## src/design/td4ie_pkg.sv

```systemverilog
// Shared types and constants for the 4-bit two-register instruction execute core.
// Holds the opcode codes, the configuration register indexes and the stage structs.
// No dependencies.
`default_nettype none

package td4ie_pkg;

    localparam int NIB_W     = 4;
    localparam int LEN_W     = 5;
    localparam int CFG_IDX_W = 2;
    localparam int CFG_DAT_W = 5;
    localparam int S_DATA_W  = 8;
    localparam int M_DATA_W  = 24;

    localparam logic [LEN_W-1:0] PROG_LEN_RESET = 5'd16;

    // configuration register indexes
    localparam logic [CFG_IDX_W-1:0] CFG_PROG_LEN  = 2'd0;
    localparam logic [CFG_IDX_W-1:0] CFG_IN_PORT_A = 2'd1;
    localparam logic [CFG_IDX_W-1:0] CFG_IN_PORT_B = 2'd2;

    typedef enum logic [NIB_W-1:0] {
        OP_ADD_A_IM = 4'd0,
        OP_MOV_A_B  = 4'd1,
        OP_IN_A     = 4'd2,
        OP_MOV_A_IM = 4'd3,
        OP_MOV_B_A  = 4'd4,
        OP_ADD_B_IM = 4'd5,
        OP_IN_B     = 4'd6,
        OP_MOV_B_IM = 4'd7,
        OP_OUT_B    = 4'd9,
        OP_OUT_IM   = 4'd11,
        OP_JNC      = 4'd14,
        OP_JMP      = 4'd15
    } t_opcode;

    typedef struct packed {
        logic [LEN_W-1:0] program_length;
        logic [NIB_W-1:0] in_port_a;
        logic [NIB_W-1:0] in_port_b;
    } t_cfg;

    typedef struct packed {
        logic [NIB_W-1:0] immediate;
        logic [NIB_W-1:0] opcode;
    } t_instr;

    typedef struct packed {
        logic [NIB_W-1:0] out_port_value;
        logic             carry_out;
        logic [NIB_W-1:0] reg_b_value;
        logic [NIB_W-1:0] reg_a_value;
        logic [NIB_W-1:0] next_pc;
    } t_result;

endpackage

`default_nettype wire

```

## src/design/td4ie_cfg.sv

```systemverilog
// Configuration register file: program length and the two input port values.
// Depends on td4ie_pkg.
`default_nettype none

module td4ie_cfg
    import td4ie_pkg::*;
(
    input  wire logic                 i_clk,
    input  wire logic                 i_rst_n,
    input  wire logic                 i_wr_en,
    input  wire logic [CFG_IDX_W-1:0] i_wr_index,
    input  wire logic [CFG_DAT_W-1:0] i_wr_data,
    output t_cfg                      o_cfg
);

    t_cfg r_cfg;
    t_cfg n_cfg;

    always_comb begin
        n_cfg = r_cfg;
        if (i_wr_en) begin
            unique case (i_wr_index)
                CFG_PROG_LEN:  n_cfg.program_length = i_wr_data[LEN_W-1:0];
                CFG_IN_PORT_A: n_cfg.in_port_a      = i_wr_data[NIB_W-1:0];
                CFG_IN_PORT_B: n_cfg.in_port_b      = i_wr_data[NIB_W-1:0];
                default:       n_cfg                = r_cfg;
            endcase
        end
    end

    always_ff @(posedge i_clk) begin
        if (!i_rst_n) begin
            r_cfg.program_length <= PROG_LEN_RESET;
            r_cfg.in_port_a      <= '0;
            r_cfg.in_port_b      <= '0;
        end else begin
            r_cfg <= n_cfg;
        end
    end

    assign o_cfg = r_cfg;

endmodule

`default_nettype wire

```

## src/design/td4ie_in_reg.sv

```systemverilog
// Input register stage: captures one instruction word and holds it until execute takes it.
// Depends on td4ie_pkg.
`default_nettype none

module td4ie_in_reg
    import td4ie_pkg::*;
(
    input  wire logic   i_clk,
    input  wire logic   i_rst_n,
    input  wire logic   i_valid,
    output logic        o_ready,
    input  t_instr      i_instr,
    output logic        o_valid,
    input  wire logic   i_take,
    output t_instr      o_instr
);

    logic   r_valid;
    t_instr r_instr;

    // full register may refill in the same cycle it is drained
    assign o_ready = !r_valid || i_take;

    always_ff @(posedge i_clk) begin
        if (!i_rst_n) begin
            r_valid <= 1'b0;
        end else if (o_ready) begin
            r_valid <= i_valid;
        end
    end

    always_ff @(posedge i_clk) begin
        if (o_ready && i_valid) begin
            r_instr <= i_instr;
        end
    end

    assign o_valid = r_valid;
    assign o_instr = r_instr;

endmodule

`default_nettype wire

```

## src/design/td4ie_exec.sv

```systemverilog
// Execute stage: machine state (A, B, carry, pc, output latch) and the result register.
// Depends on td4ie_pkg.
`default_nettype none

module td4ie_exec
    import td4ie_pkg::*;
(
    input  wire logic   i_clk,
    input  wire logic   i_rst_n,
    input  t_cfg        i_cfg,
    input  wire logic   i_valid,
    input  t_instr      i_instr,
    output logic        o_take,
    output logic        o_res_valid,
    input  wire logic   i_res_ready,
    output t_result     o_res
);

    logic [NIB_W-1:0] r_a, r_b, r_pc, r_out;
    logic             r_carry;
    logic [NIB_W-1:0] n_a, n_b, n_pc, n_out;
    logic             n_carry;
    logic [LEN_W-1:0] npc;
    logic [NIB_W:0]   sum_a, sum_b;
    logic             r_res_valid;
    t_result          r_res;
    logic             fire;

    assign o_take = !r_res_valid || i_res_ready;
    assign fire   = i_valid && o_take;

    assign sum_a = {1'b0, r_a} + {1'b0, i_instr.immediate};
    assign sum_b = {1'b0, r_b} + {1'b0, i_instr.immediate};

    always_comb begin
        n_a     = r_a;
        n_b     = r_b;
        n_out   = r_out;
        n_carry = 1'b0;
        npc     = {1'b0, r_pc} + LEN_W'(1);
        unique case (i_instr.opcode)
            OP_ADD_A_IM: begin
                n_a     = sum_a[NIB_W-1:0];
                n_carry = sum_a[NIB_W];
            end
            OP_ADD_B_IM: begin
                n_b     = sum_b[NIB_W-1:0];
                n_carry = sum_b[NIB_W];
            end
            OP_MOV_A_IM: n_a   = i_instr.immediate;
            OP_MOV_B_IM: n_b   = i_instr.immediate;
            OP_MOV_A_B:  n_a   = r_b;
            OP_MOV_B_A:  n_b   = r_a;
            OP_IN_A:     n_a   = i_cfg.in_port_a;
            OP_IN_B:     n_b   = i_cfg.in_port_b;
            OP_OUT_B:    n_out = r_b;
            OP_OUT_IM:   n_out = i_instr.immediate;
            OP_JMP:      npc   = {1'b0, i_instr.immediate};
            OP_JNC: begin
                if (!r_carry) begin
                    npc = {1'b0, i_instr.immediate};
                end
            end
            default: begin
                // undefined code: hold everything, pc still goes through the wrap check
                n_carry = r_carry;
                npc     = {1'b0, r_pc};
            end
        endcase
        n_pc = (npc >= i_cfg.program_length) ? '0 : npc[NIB_W-1:0];
    end

    always_ff @(posedge i_clk) begin
        if (!i_rst_n) begin
            r_a         <= '0;
            r_b         <= '0;
            r_pc        <= '0;
            r_out       <= '0;
            r_carry     <= 1'b0;
            r_res_valid <= 1'b0;
        end else begin
            if (fire) begin
                r_a     <= n_a;
                r_b     <= n_b;
                r_pc    <= n_pc;
                r_out   <= n_out;
                r_carry <= n_carry;
            end
            if (o_take) begin
                r_res_valid <= i_valid;
            end
        end
    end

    always_ff @(posedge i_clk) begin
        if (fire) begin
            r_res.next_pc        <= n_pc;
            r_res.reg_a_value    <= n_a;
            r_res.reg_b_value    <= n_b;
            r_res.carry_out      <= n_carry;
            r_res.out_port_value <= n_out;
        end
    end

    assign o_res_valid = r_res_valid;
    assign o_res       = r_res;

endmodule

`default_nettype wire

```

## src/design/td4_instruction_execute_core.sv

```systemverilog
// Top level of the 4-bit two-register instruction execute core.
// Depends on td4ie_pkg, td4ie_cfg, td4ie_in_reg and td4ie_exec.
//
// Each input word is one fetched instruction; the core executes it and returns one
// word with the machine state afterward (pc, A, B, carry, output latch). One
// instruction is taken every clock while the result output is not stalled; after
// acceptance it is held in the input register, then execute writes its result into the
// result register. The rate is set by the execute stage, which computes the new machine
// state combinationally from the current one. Configuration writes are always accepted
// and take effect on the next clock; write them only while no instruction is in flight.
`default_nettype none

module td4_instruction_execute_core
    import td4ie_pkg::*;
(
    input  wire logic                 i_clk,
    input  wire logic                 i_rst_n,
    input  wire logic                 i_s_tvalid,
    output logic                      o_s_tready,
    input  wire logic [S_DATA_W-1:0]  i_s_tdata,   // [3:0] opcode, [7:4] immediate
    output logic                      o_m_tvalid,
    input  wire logic                 i_m_tready,
    output logic [M_DATA_W-1:0]       o_m_tdata,   // [3:0] next_pc, [7:4] reg_a_value,
                                                   // [11:8] reg_b_value, [12] carry_out,
                                                   // [16:13] out_port_value, rest zero
    input  wire logic                 i_cfg_valid,
    output logic                      o_cfg_ready,
    input  wire logic [CFG_IDX_W-1:0] i_cfg_index,
    input  wire logic [CFG_DAT_W-1:0] i_cfg_data
);

    t_cfg    cfg;
    t_instr  in_instr;
    t_instr  ex_instr;
    t_result res;
    logic    ex_valid;
    logic    ex_take;

    assign o_cfg_ready = 1'b1;
    assign in_instr    = t_instr'(i_s_tdata);

    td4ie_cfg u_cfg (
        .i_clk      (i_clk),
        .i_rst_n    (i_rst_n),
        .i_wr_en    (i_cfg_valid),
        .i_wr_index (i_cfg_index),
        .i_wr_data  (i_cfg_data),
        .o_cfg      (cfg)
    );

    td4ie_in_reg u_in_reg (
        .i_clk   (i_clk),
        .i_rst_n (i_rst_n),
        .i_valid (i_s_tvalid),
        .o_ready (o_s_tready),
        .i_instr (in_instr),
        .o_valid (ex_valid),
        .i_take  (ex_take),
        .o_instr (ex_instr)
    );

    td4ie_exec u_exec (
        .i_clk       (i_clk),
        .i_rst_n     (i_rst_n),
        .i_cfg       (cfg),
        .i_valid     (ex_valid),
        .i_instr     (ex_instr),
        .o_take      (ex_take),
        .o_res_valid (o_m_tvalid),
        .i_res_ready (i_m_tready),
        .o_res       (res)
    );

    assign o_m_tdata = {{(M_DATA_W - $bits(t_result)){1'b0}}, res};

endmodule

`default_nettype wire
```

## config.mk

```make
export PLATFORM = sky130hd
export DESIGN_NAME = td4_instruction_execute_core
export DESIGN_NICKNAME = d
export VERILOG_FILES = /design/src/design/td4ie_pkg.sv /design/src/design/td4ie_cfg.sv /design/src/design/td4ie_in_reg.sv /design/src/design/td4ie_exec.sv /design/src/design/td4_instruction_execute_core.sv
export SDC_FILE = /design/constraint.sdc
export NUM_CORES = 1
export LEC_CHECK = 0
export ABC_CLOCK_PERIOD_IN_PS = 2500
export BUFFER_PORTS_ARGS = -buffer_cell sky130_fd_sc_hd__buf_4
export CAP_MARGIN = 20
export CELL_PAD_IN_SITES_DETAIL_PLACEMENT = 1
export CELL_PAD_IN_SITES_GLOBAL_PLACEMENT = 1
export CORE_UTILIZATION = 40
export CTS_CLUSTER_SIZE = 30
export DETAILED_ROUTE_END_ITERATION = 7
export PLACE_DENSITY_LB_ADDON = 0.05
export SLEW_MARGIN = 15
export SYNTH_ARGS = -nofsm -noshare
export SYNTH_HDL_FRONTEND = slang
export SYNTH_HIERARCHICAL = 1
export SYNTH_SLANG_ARGS = --single-unit
```

## constraint.sdc

```tcl
create_clock -name i_clk -period 2.5 [get_ports i_clk]
set_clock_uncertainty 0.05 [all_clocks]
set_input_delay 0.25 -clock i_clk [delete_from_list [all_inputs] [get_ports i_clk]]
set_output_delay 0.25 -clock i_clk [all_outputs]
set_load 0.02 [all_outputs]
```

==> results of run 1 <==
[sequential cells by signal, indices dropped and copies added (netlist names)]
register / cells
u_exec/o_res: 17
u_cfg/o_cfg: 13
u_in_reg/o_instr: 8
u_exec/r_a: 4
u_exec/r_b: 4
u_exec/r_out: 4
u_exec/r_pc: 4
u_exec/o_res_valid: 1
u_exec/r_carry: 1
u_in_reg/o_valid: 1
[kinds of logic after synthesis]
kind of cell	after synthesis
and+or+nand+nor	83
xor gates and xnor gates	4
adders and majority gates	16
DFF	57
other	2
muxes	32
buffers and inverters	32
AOI/OAI and AO/OA	50
[through the flow]
stage / std cells / setup TNS (ns) / total power [mW]
after global placement: 413 / -0.07356 / 1.405
after detailed placement: 413 / -0.7453 / 1.412
after CTS: 430 / 0 / 2.143
final: 433 / 0 / 2.136
after global routing: 433 / -0.02464 / 2.237
after floorplan: 282 / 0 / 1.297
[power breakdown]
group	total, mW	internal [mW]	switching (mW)
combinational	0.344	0.167	0.178
sequential	1.06	1.02	0.0387
clock	0.730	0.386	0.344
total	2.14	1.58	0.561
[layer usage]
| layer | track usage [%] | vias to the layer above |
|---|---|---|
| met1 | 25.35 | 1068 |
| met4 | 7.625 | 0 |
| met2 | 28.60 | 40 |
| met5 | 0 | - |
| li1 | - | 1085 |
| met3 | 4.664 | 6 |
[path summary, 6_finish.rpt]
path,startpoint,end,cells past startpoint
worst max-delay path,u_in_reg/o_instr[4],u_exec/o_res[10],5
worst min-delay path,i_s_tdata[7],u_in_reg/o_instr[7],1
worst max register to register,u_in_reg/o_instr[4],u_exec/o_res[10],5
worst min register to register,u_cfg/o_cfg[11],u_cfg/o_cfg[11],2
[final cells by class]
| class | count | area share (%) |
|---|---|---|
| Clock buffer | 15 | 4.257 |
| Clock inverter | 1 | 0.1022 |
| Inverter | 12 | 1.226 |
| Multi-Input combinational cell | 193 | 41.38 |
| Sequential cell | 57 | 37.87 |
| Tap cell | 99 | 3.372 |
| Timing Repair Buffer | 56 | 11.78 |
[cell usage in the layout, fill, tap and decap left out, drive strengths merged, types with 3 or more instances in the layout]
cell / count
o21ai: 17
ha: 14
nor2: 15
buf: 56
and4: 3
mux2i: 20
inv: 12
mux4: 6
mux2: 6
clkbuf: 15
and2: 3
nand3b: 5
edfxtp: 25
a21oi: 8
conb: 8
nand2b: 5
nor2b: 9
a21o: 6
nand3: 6
dfxtp: 32
nand2: 29
[critical path, stage by stage, from the launching register on]
cell,delay (ns)
sky130_fd_sc_hd__edfxtp_1,0.49
sky130_fd_sc_hd__ha_1,0.30
sky130_fd_sc_hd__fa_1,0.43
sky130_fd_sc_hd__xor2_1,0.16
sky130_fd_sc_hd__mux4_2,0.47
sky130_fd_sc_hd__mux2_2,0.28
[repair_timing]
item	CTS	global route
setup buffers	1	3
gates resized for setup	1	9
endpoints found under the setup margin	8	8
pin swaps	0	3
==> impl_summary.md, run 1 <==
Synthesis
The fraction of the mapped netlist area in simple logic gates is 15.18%. The area of the mapped netlist is 3008 um^2. In this run, synthesis inferred 25 flip-flops with an integrated enable. The largest total area in the synthesized netlist belongs to sky130_fd_sc_hd__edfxtp_1. The fraction of the mapped netlist area in compound gates is 10.98%. After synthesis the netlist holds a flip-flop and latch count of 57. The largest family of logic cells by synthesized area is simple AND/OR/NAND/NOR gates.

The register area share after synthesis is 46.26%. In the synthesized netlist the async set-or-reset flop fraction comes to 0%. The portion of synthesized area spent on multiplexers is 13.39%. The cell count after synthesis is 276.

The arithmetic-cell share of the synthesized area counting full adders, half adders and majority gates is 7.155%. The commonest cells after synthesis are sky130_fd_sc_hd__dfxtp_1 (32), sky130_fd_sc_hd__nand2_1 (29), sky130_fd_sc_hd__edfxtp_1 (25), sky130_fd_sc_hd__mux2i_1 (20), sky130_fd_sc_hd__o21ai_0 (16). The xor and xnor fraction of the mapped netlist area is 1.165%. Ranked by total cell area, the synthesized netlist is headed by sky130_fd_sc_hd__edfxtp_1 (25%), sky130_fd_sc_hd__dfxtp_1 (21%), sky130_fd_sc_hd__mux2i_1 (6.7%).

The Yosys step of the flow raised 6 warnings. After synthesis, the netlist uses 56 different library cells. The fraction of post-synthesis cell area in the top cell type by area is 24.96%. Dividing the synthesized area by the synthesized cell count gives 10.90 um^2. Yosys instantiated no cell more often than sky130_fd_sc_hd__dfxtp_1. Among all flip-flop cells after synthesis, the most frequent one is sky130_fd_sc_hd__dfxtp_1.

Global route
The number of antenna violations at the first check in global routing is 0. The number of global-route vias before repair is 2081. The first-pass GRT wire length is 10710 um. Global routing used 18.72% of the available tracks.

The leftover overflow at the end of global routing is 0. The maximum number of pins on one net before global-route repair is 39.

Clock network
The clock latency on the worst-skew pair is 0.33 ns. The clock slew seen by the registers of the worst setup and hold paths is 0.06 ns. The total CTS buffers is 9.

The number of buffers between clock root and the deepest sink is 2. The clock net in this run drives a total of 57 sinks. The TritonCTS clock tree is done. The hold-fix buffer count after cts is 0. The root buffer cell chosen for the clock tree is sky130_fd_sc_hd__clkbuf_8.

The depth of the CTS H-tree is 3.

Flow run
Across the run, the number of max-cap violations was 0.

Die
The floorplan die height is 88.72 um. The initial utilization of the core area, before any placement, comes to 41.47%. The core area is 7253 um^2. The placement row count is 31. The die covers 7870 um^2.

The number of top-level pins is 47. The die is 88.72 um wide.

Power and ir drop
The peak ir drop on the vdd network is 0.2145 mV. Power spread over the standard cell area amounts to 581.6 nW/um^2. The total leakage power is 1.617 nW.

Cells and area
The net count of the finished layout is 365. Of the cells placed in the final design, the portion with a size suffix greater than 1 is 28.44%. Once layout is done, the placed cells without fillers occupy 3674 um^2.

Across the whole layout, storage elements account for 1391 um^2. The combined area of the multi-input logic cells is 1520 um^2. Cells fill 50.65% of the core in the end.

After filler insertion, the fill cell instance count of the layout stands at 817. The final antenna diode count is 0. The area added between synthesis and finish is 22.13%.

Routing
The first detailed-routing pass ran for 4 iterations. The wire length the detailed router placed on met1 is 3476 um. The met2 wire length is 3165 um.

The count of antenna-violating nets left after detailed routing is 0. In the final routed layout, each cell accounts on average for 16.04 um. The final routed DRC violation total is 0.

The detailed route wirelength on metal3 is 225 um. The total vias in the final route is 2199. The topmost layer with routed signal wires is met4. The number of DRC markers in iteration 0 is 93. The via-per-instance ratio is 5.079. The total detailed-routing wirelength is 6946 um.

Placement
The routability-driven placement congestion ratio is 0.7862. The HPWL after detailed placement is 5060 um. The placed instance area is 3433 um^2.

Buffers placed on the I/O ports in this run total 38. At the placement stage, the worst setup path has a slack of -0.1750 ns.

Timing
The number of max-slew violations in the final report is 0. The time the worst path needs with I/O delays and setup is 2.418 ns. The minimum setup slack in the final design is 0.08186 ns. The maximum operating frequency is 413.5 MHz.

The count of endpoints failing hold in the final timing report is 0. The worst-case hold slack is 0.04396 ns. After layout, the worst path uses 96.73% of the clock period. The final-report setup violation count is 0.

Setup path
The required time of the worst setup path is 2.53 ns. The worst setup path is launched from a register. In this run the worst path has a maximum fanout of 5. STA puts the critical path data arrival time at 2.45 ns. The sort of element at the end of the critical path is a register.

The critical path is of the reg2reg type. In this run the register-to-register setup slack is 0.08 ns.

Status
The flow ran to the end, and the final reports show no timing, DRC or antenna violations.

Hold path
The type of the most critical hold path is in2reg.
(Power assumes the default switching activity.)
==> inputs of run 2 (changes only) <==
Settings changed: ABC_CLOCK_PERIOD_IN_PS 2500 to 2800, CORE_UTILIZATION 40 to 48.
Clock period 2.5 ns to 2.8 ns, I/O delays scaled along.
==> run 2 against run 1 <==
  * Hold slack gained 0.031 ns
  * Flip-flop and latch count unchanged
  * Critical endpoint is now u_exec/r_pc[1]
  * Clock power is 13% higher
  * Routed wire length is 2.1% higher
  * Combinational power decreased by 17%
  * Highest routed layer unchanged
  * Via count increased by 2.4%
  * Worst setup slack better by 0.091 ns
  * Utilization rose by 8.6 points
  * Final cell count down 8.3%
  * Sequential share of layout area up 1.3 points
  * First-iteration DRC count up 35%
  * Cell area shrank 3.4%
==> impl_summary.md, run 2 (same netlist as run 1, synthesis figures left out) <==
Timing
The time the worst path needs with I/O delays and setup is 2.627 ns (+0.2091 ns). The period utilization is 93.83% (-2.9 points). The final-report setup violation count is 0 (unchanged).

For the pin with the worst max-slew slack, the measured transition is 0.7070 ns. The maximum operating frequency came to 380.6 MHz (-8.0%). The number of max-slew violations in the final report is 0 (unchanged). The relative max-transition margin is 52.80%. The count of endpoints failing hold in the final timing report was 0 (unchanged). The total negative setup slack is 0 ns (unchanged).

Die
The placement row count is 28 (-9.7%). The floorplan die height is 81.16 um (-8.5%). The overall die area is 6587 um^2 (-16%). The core area is 5991 um^2 (-17%). The number of top-level pins is 47 (unchanged). The die outline width is 81.16 um (-8.5%).

The initial core utilization is 50.21% (+8.7 points).

Global route
The number of global-route vias before repair was 2276 (+9.4%). The first-pass GRT wire length was 11520 um (+7.5%). The leftover overflow at the end of global routing came to 0 (unchanged). The total track usage is 24.16% (+5.4 points). In this run the most used layer during global routing was met2. The fraction of met1 tracks used by global routing is 31.41% (+6.1 points).

The maximum number of pins on one net before global-route repair is 39 (unchanged). The met3 usage in global routing came to 4.382% (-0.28 points). The number of antenna violations at the first check in global routing was 0 (unchanged). The met2 layer usage reported by global route is 39.33% (+11 points).

Routing
The number of DRC markers in iteration 0 is 126 (+35%). The total detailed-routing wirelength is 7091 um (+2.1%). The via-per-instance ratio is 5.670 (+12%). The per-cell routed wire length came to 17.86 um (+11%). The total iterations of the first detailed-routing run was 4 (unchanged). The final routed DRC violation total is 0 (unchanged). The count of antenna-violating nets left after detailed routing is 0 (unchanged). The total vias in the final route is 2251 (+2.4%).

Cells and area
The most frequent standard cell in the layout excluding fill and tap cells is sky130_fd_sc_hd__buf_4. The flip-flop count of the largest register after layout is 17 (unchanged). The number of fillers in the final layout is 658 (-19%). The combined area of the multi-input logic cells was 1479 um^2 (-2.7%). The final antenna diode count is 0 (unchanged). Compared with the post-synthesis result, the final layout area differs by 17.97%. The share of the core filled with cells in the final layout came to 59.23% (+8.6 points).

The sequential standard cell area is 1391 um^2 (unchanged). In the layout the commonest cells are sky130_fd_sc_hd__buf_4 (44), sky130_fd_sc_hd__dfxtp_1 (32), sky130_fd_sc_hd__nand2_1 (29). The net count of the finished layout was 353 (-3.3%). The layout cell share with drive strength beyond 1 came to 26.09% (-2.4 points).

Setup path
The largest incremental delay on the critical path is 0.48 ns (about the same). The critical path launch point type is a register. The gate family responsible for the most delay along the worst path is compound AO/OA/AOI/OAI gates. The count of buffering cells on the critical path with inverters included is 0 (unchanged). The sort of element at the end of the critical path is a register. The worst path arrival time is 2.85 ns (+0.40 ns). The cell depth of the worst flop-to-flop path is 10 (+5). The source of the worst register-to-register timing path is u_in_reg/o_instr[2]. In this run the worst setup path begins at u_in_reg/o_instr[2].

The required time of the worst setup path is 3.02 ns (+0.49 ns). The reg-to-reg setup timing slack is 0.17 ns (+0.09 ns). The largest fanout of any net on the critical path is 7 (+2). The slowest stage of the critical path belongs to the cell sky130_fd_sc_hd__edfxtp_1. The signal on the critical path passes through nand2b_2 > and3_1 > a221oi_1 > a21o_1 > ha_1 > nand2b_1 > a211oi_1 > o21ai_2 > nor2b_4 > a31o_1. The worst register-to-register path ends at u_exec/r_pc[1]. The critical path is of the reg2reg type.

Power and ir drop
The proportion of total power due to net switching is 25.31% (-0.93 points). The design internal power is 1.536 mW (-2.5%). The total leakage power was 1.573 nW (-2.7%). The peak ir drop on the vdd network is 0.3444 mV (+61%).

The power per cell area is 579.7 nW/um^2 (-0.31%). The switching power of the nets was 0.5207 mW (-7.1%). The portion of total power attributed to combinational logic came to 13.8% (-2.3 points).

The clock network power share was 40.0% (+5.8 points). The portion of total power attributed to sequential cells is 46.2% (-3.5 points).

Hold path
The worst-case hold path end point is u_in_reg/o_instr[1]. The instance count along the most critical hold path is 1 (unchanged). The hold path startpoint is i_s_tdata[1]. The type of the most critical hold path is in2reg.

Clock network
The clock latency on the worst-skew pair was 0.33 ns (about the same). The total CTS buffers is 9 (unchanged). TritonCTS built the clock tree. The clock slew seen by the registers of the worst setup and hold paths is 0.07 ns (about the same). The hold-fix buffer count after cts came to 0 (unchanged). The buffer cell driving the clock tree root is sky130_fd_sc_hd__clkbuf_8. The clock sink count is 57 (unchanged). The depth of the CTS H-tree was 3 (unchanged). The number of buffers between clock root and the deepest sink came to 2 (unchanged).

Placement
The HPWL after detailed placement is 5105 um (+0.89%). The routability-driven placement congestion ratio is 0.8254 (+5.0%). The count of port buffers added during placement is 38 (unchanged).

Status
The run finished with clean final reports.

Flow run
The number of maximum-capacitance constraint violations is 0 (unchanged).
[run 2: cell count changes in the layout (fill, tap and decap cells not counted), moves of 2 or more]
cell,change
sky130_fd_sc_hd__buf_4,-11
sky130_fd_sc_hd__clkbuf_1,-5
sky130_fd_sc_hd__clkinv_2,+5
sky130_fd_sc_hd__bufinv_16,+2
[run 2: layout make-up]
class | count | area share (%)
Multi-Input combinational cell | 193 | 41.68
Sequential cell | 57 | 39.21
Timing Repair Buffer | 44 | 9.309
Clock buffer | 9 | 3.491
Tap cell | 75 | 2.645
Clock inverter | 7 | 2.398
Inverter | 12 | 1.269
[run 2: power by group through the flow]
stage	clock network (mW)	logic, mW	registers (mW)
floorplan	0	0.185	0.973
detailed placement	0	0.281	0.968
global placement	0	0.271	0.965
finish	0.822	0.285	0.950
global route	0.884	0.313	0.955
CTS	0.841	0.282	0.950
[run 2: per-layer routing]
metal / wire length (um) / vias up
met1: 3350 / 1131
met5: 0 / -
met4: 59 / 0
met2: 3453 / 57
li1: - / 1059
met3: 228 / 4
[run 2: stage by stage]
stage / setup WS, ns / cells / power (mW) / instance area [um^2] / hold slack, ns
global placement: 0.2411 / 380 / 1.236 / 3323 / 0.3975
floorplan: 0.4011 / 282 / 1.158 / 3030 / 0.3289
detailed placement: 0.1289 / 380 / 1.249 / 3323 / 0.4090
CTS: 0.09610 / 396 / 2.073 / 3532 / 0.05655
finish: 0.1727 / 397 / 2.057 / 3548 / 0.07466
global route: -0.006379 / 397 / 2.152 / 3548 / 0.04901
[run 2: what timing repair did]
item	CTS	global route
setup buffers	0	1
setup endpoints to repair	0	8
gates resized for setup	0	2
[run 2: worst max-delay path by stage]
stage,slack (ns),endpoint,cells past startpoint
6_report,0.17,u_exec/r_pc[1],10
5_1_grt,-0.006,u_exec/r_pc[3],10
4_1_cts,0.1,u_exec/r_pc[3],9
3_5_place_dp,0.13,u_exec/r_pc[3],9
3_3_place_gp,0.24,u_exec/o_res[0],8
2_1_floorplan,0.40,u_exec/r_pc[3],11
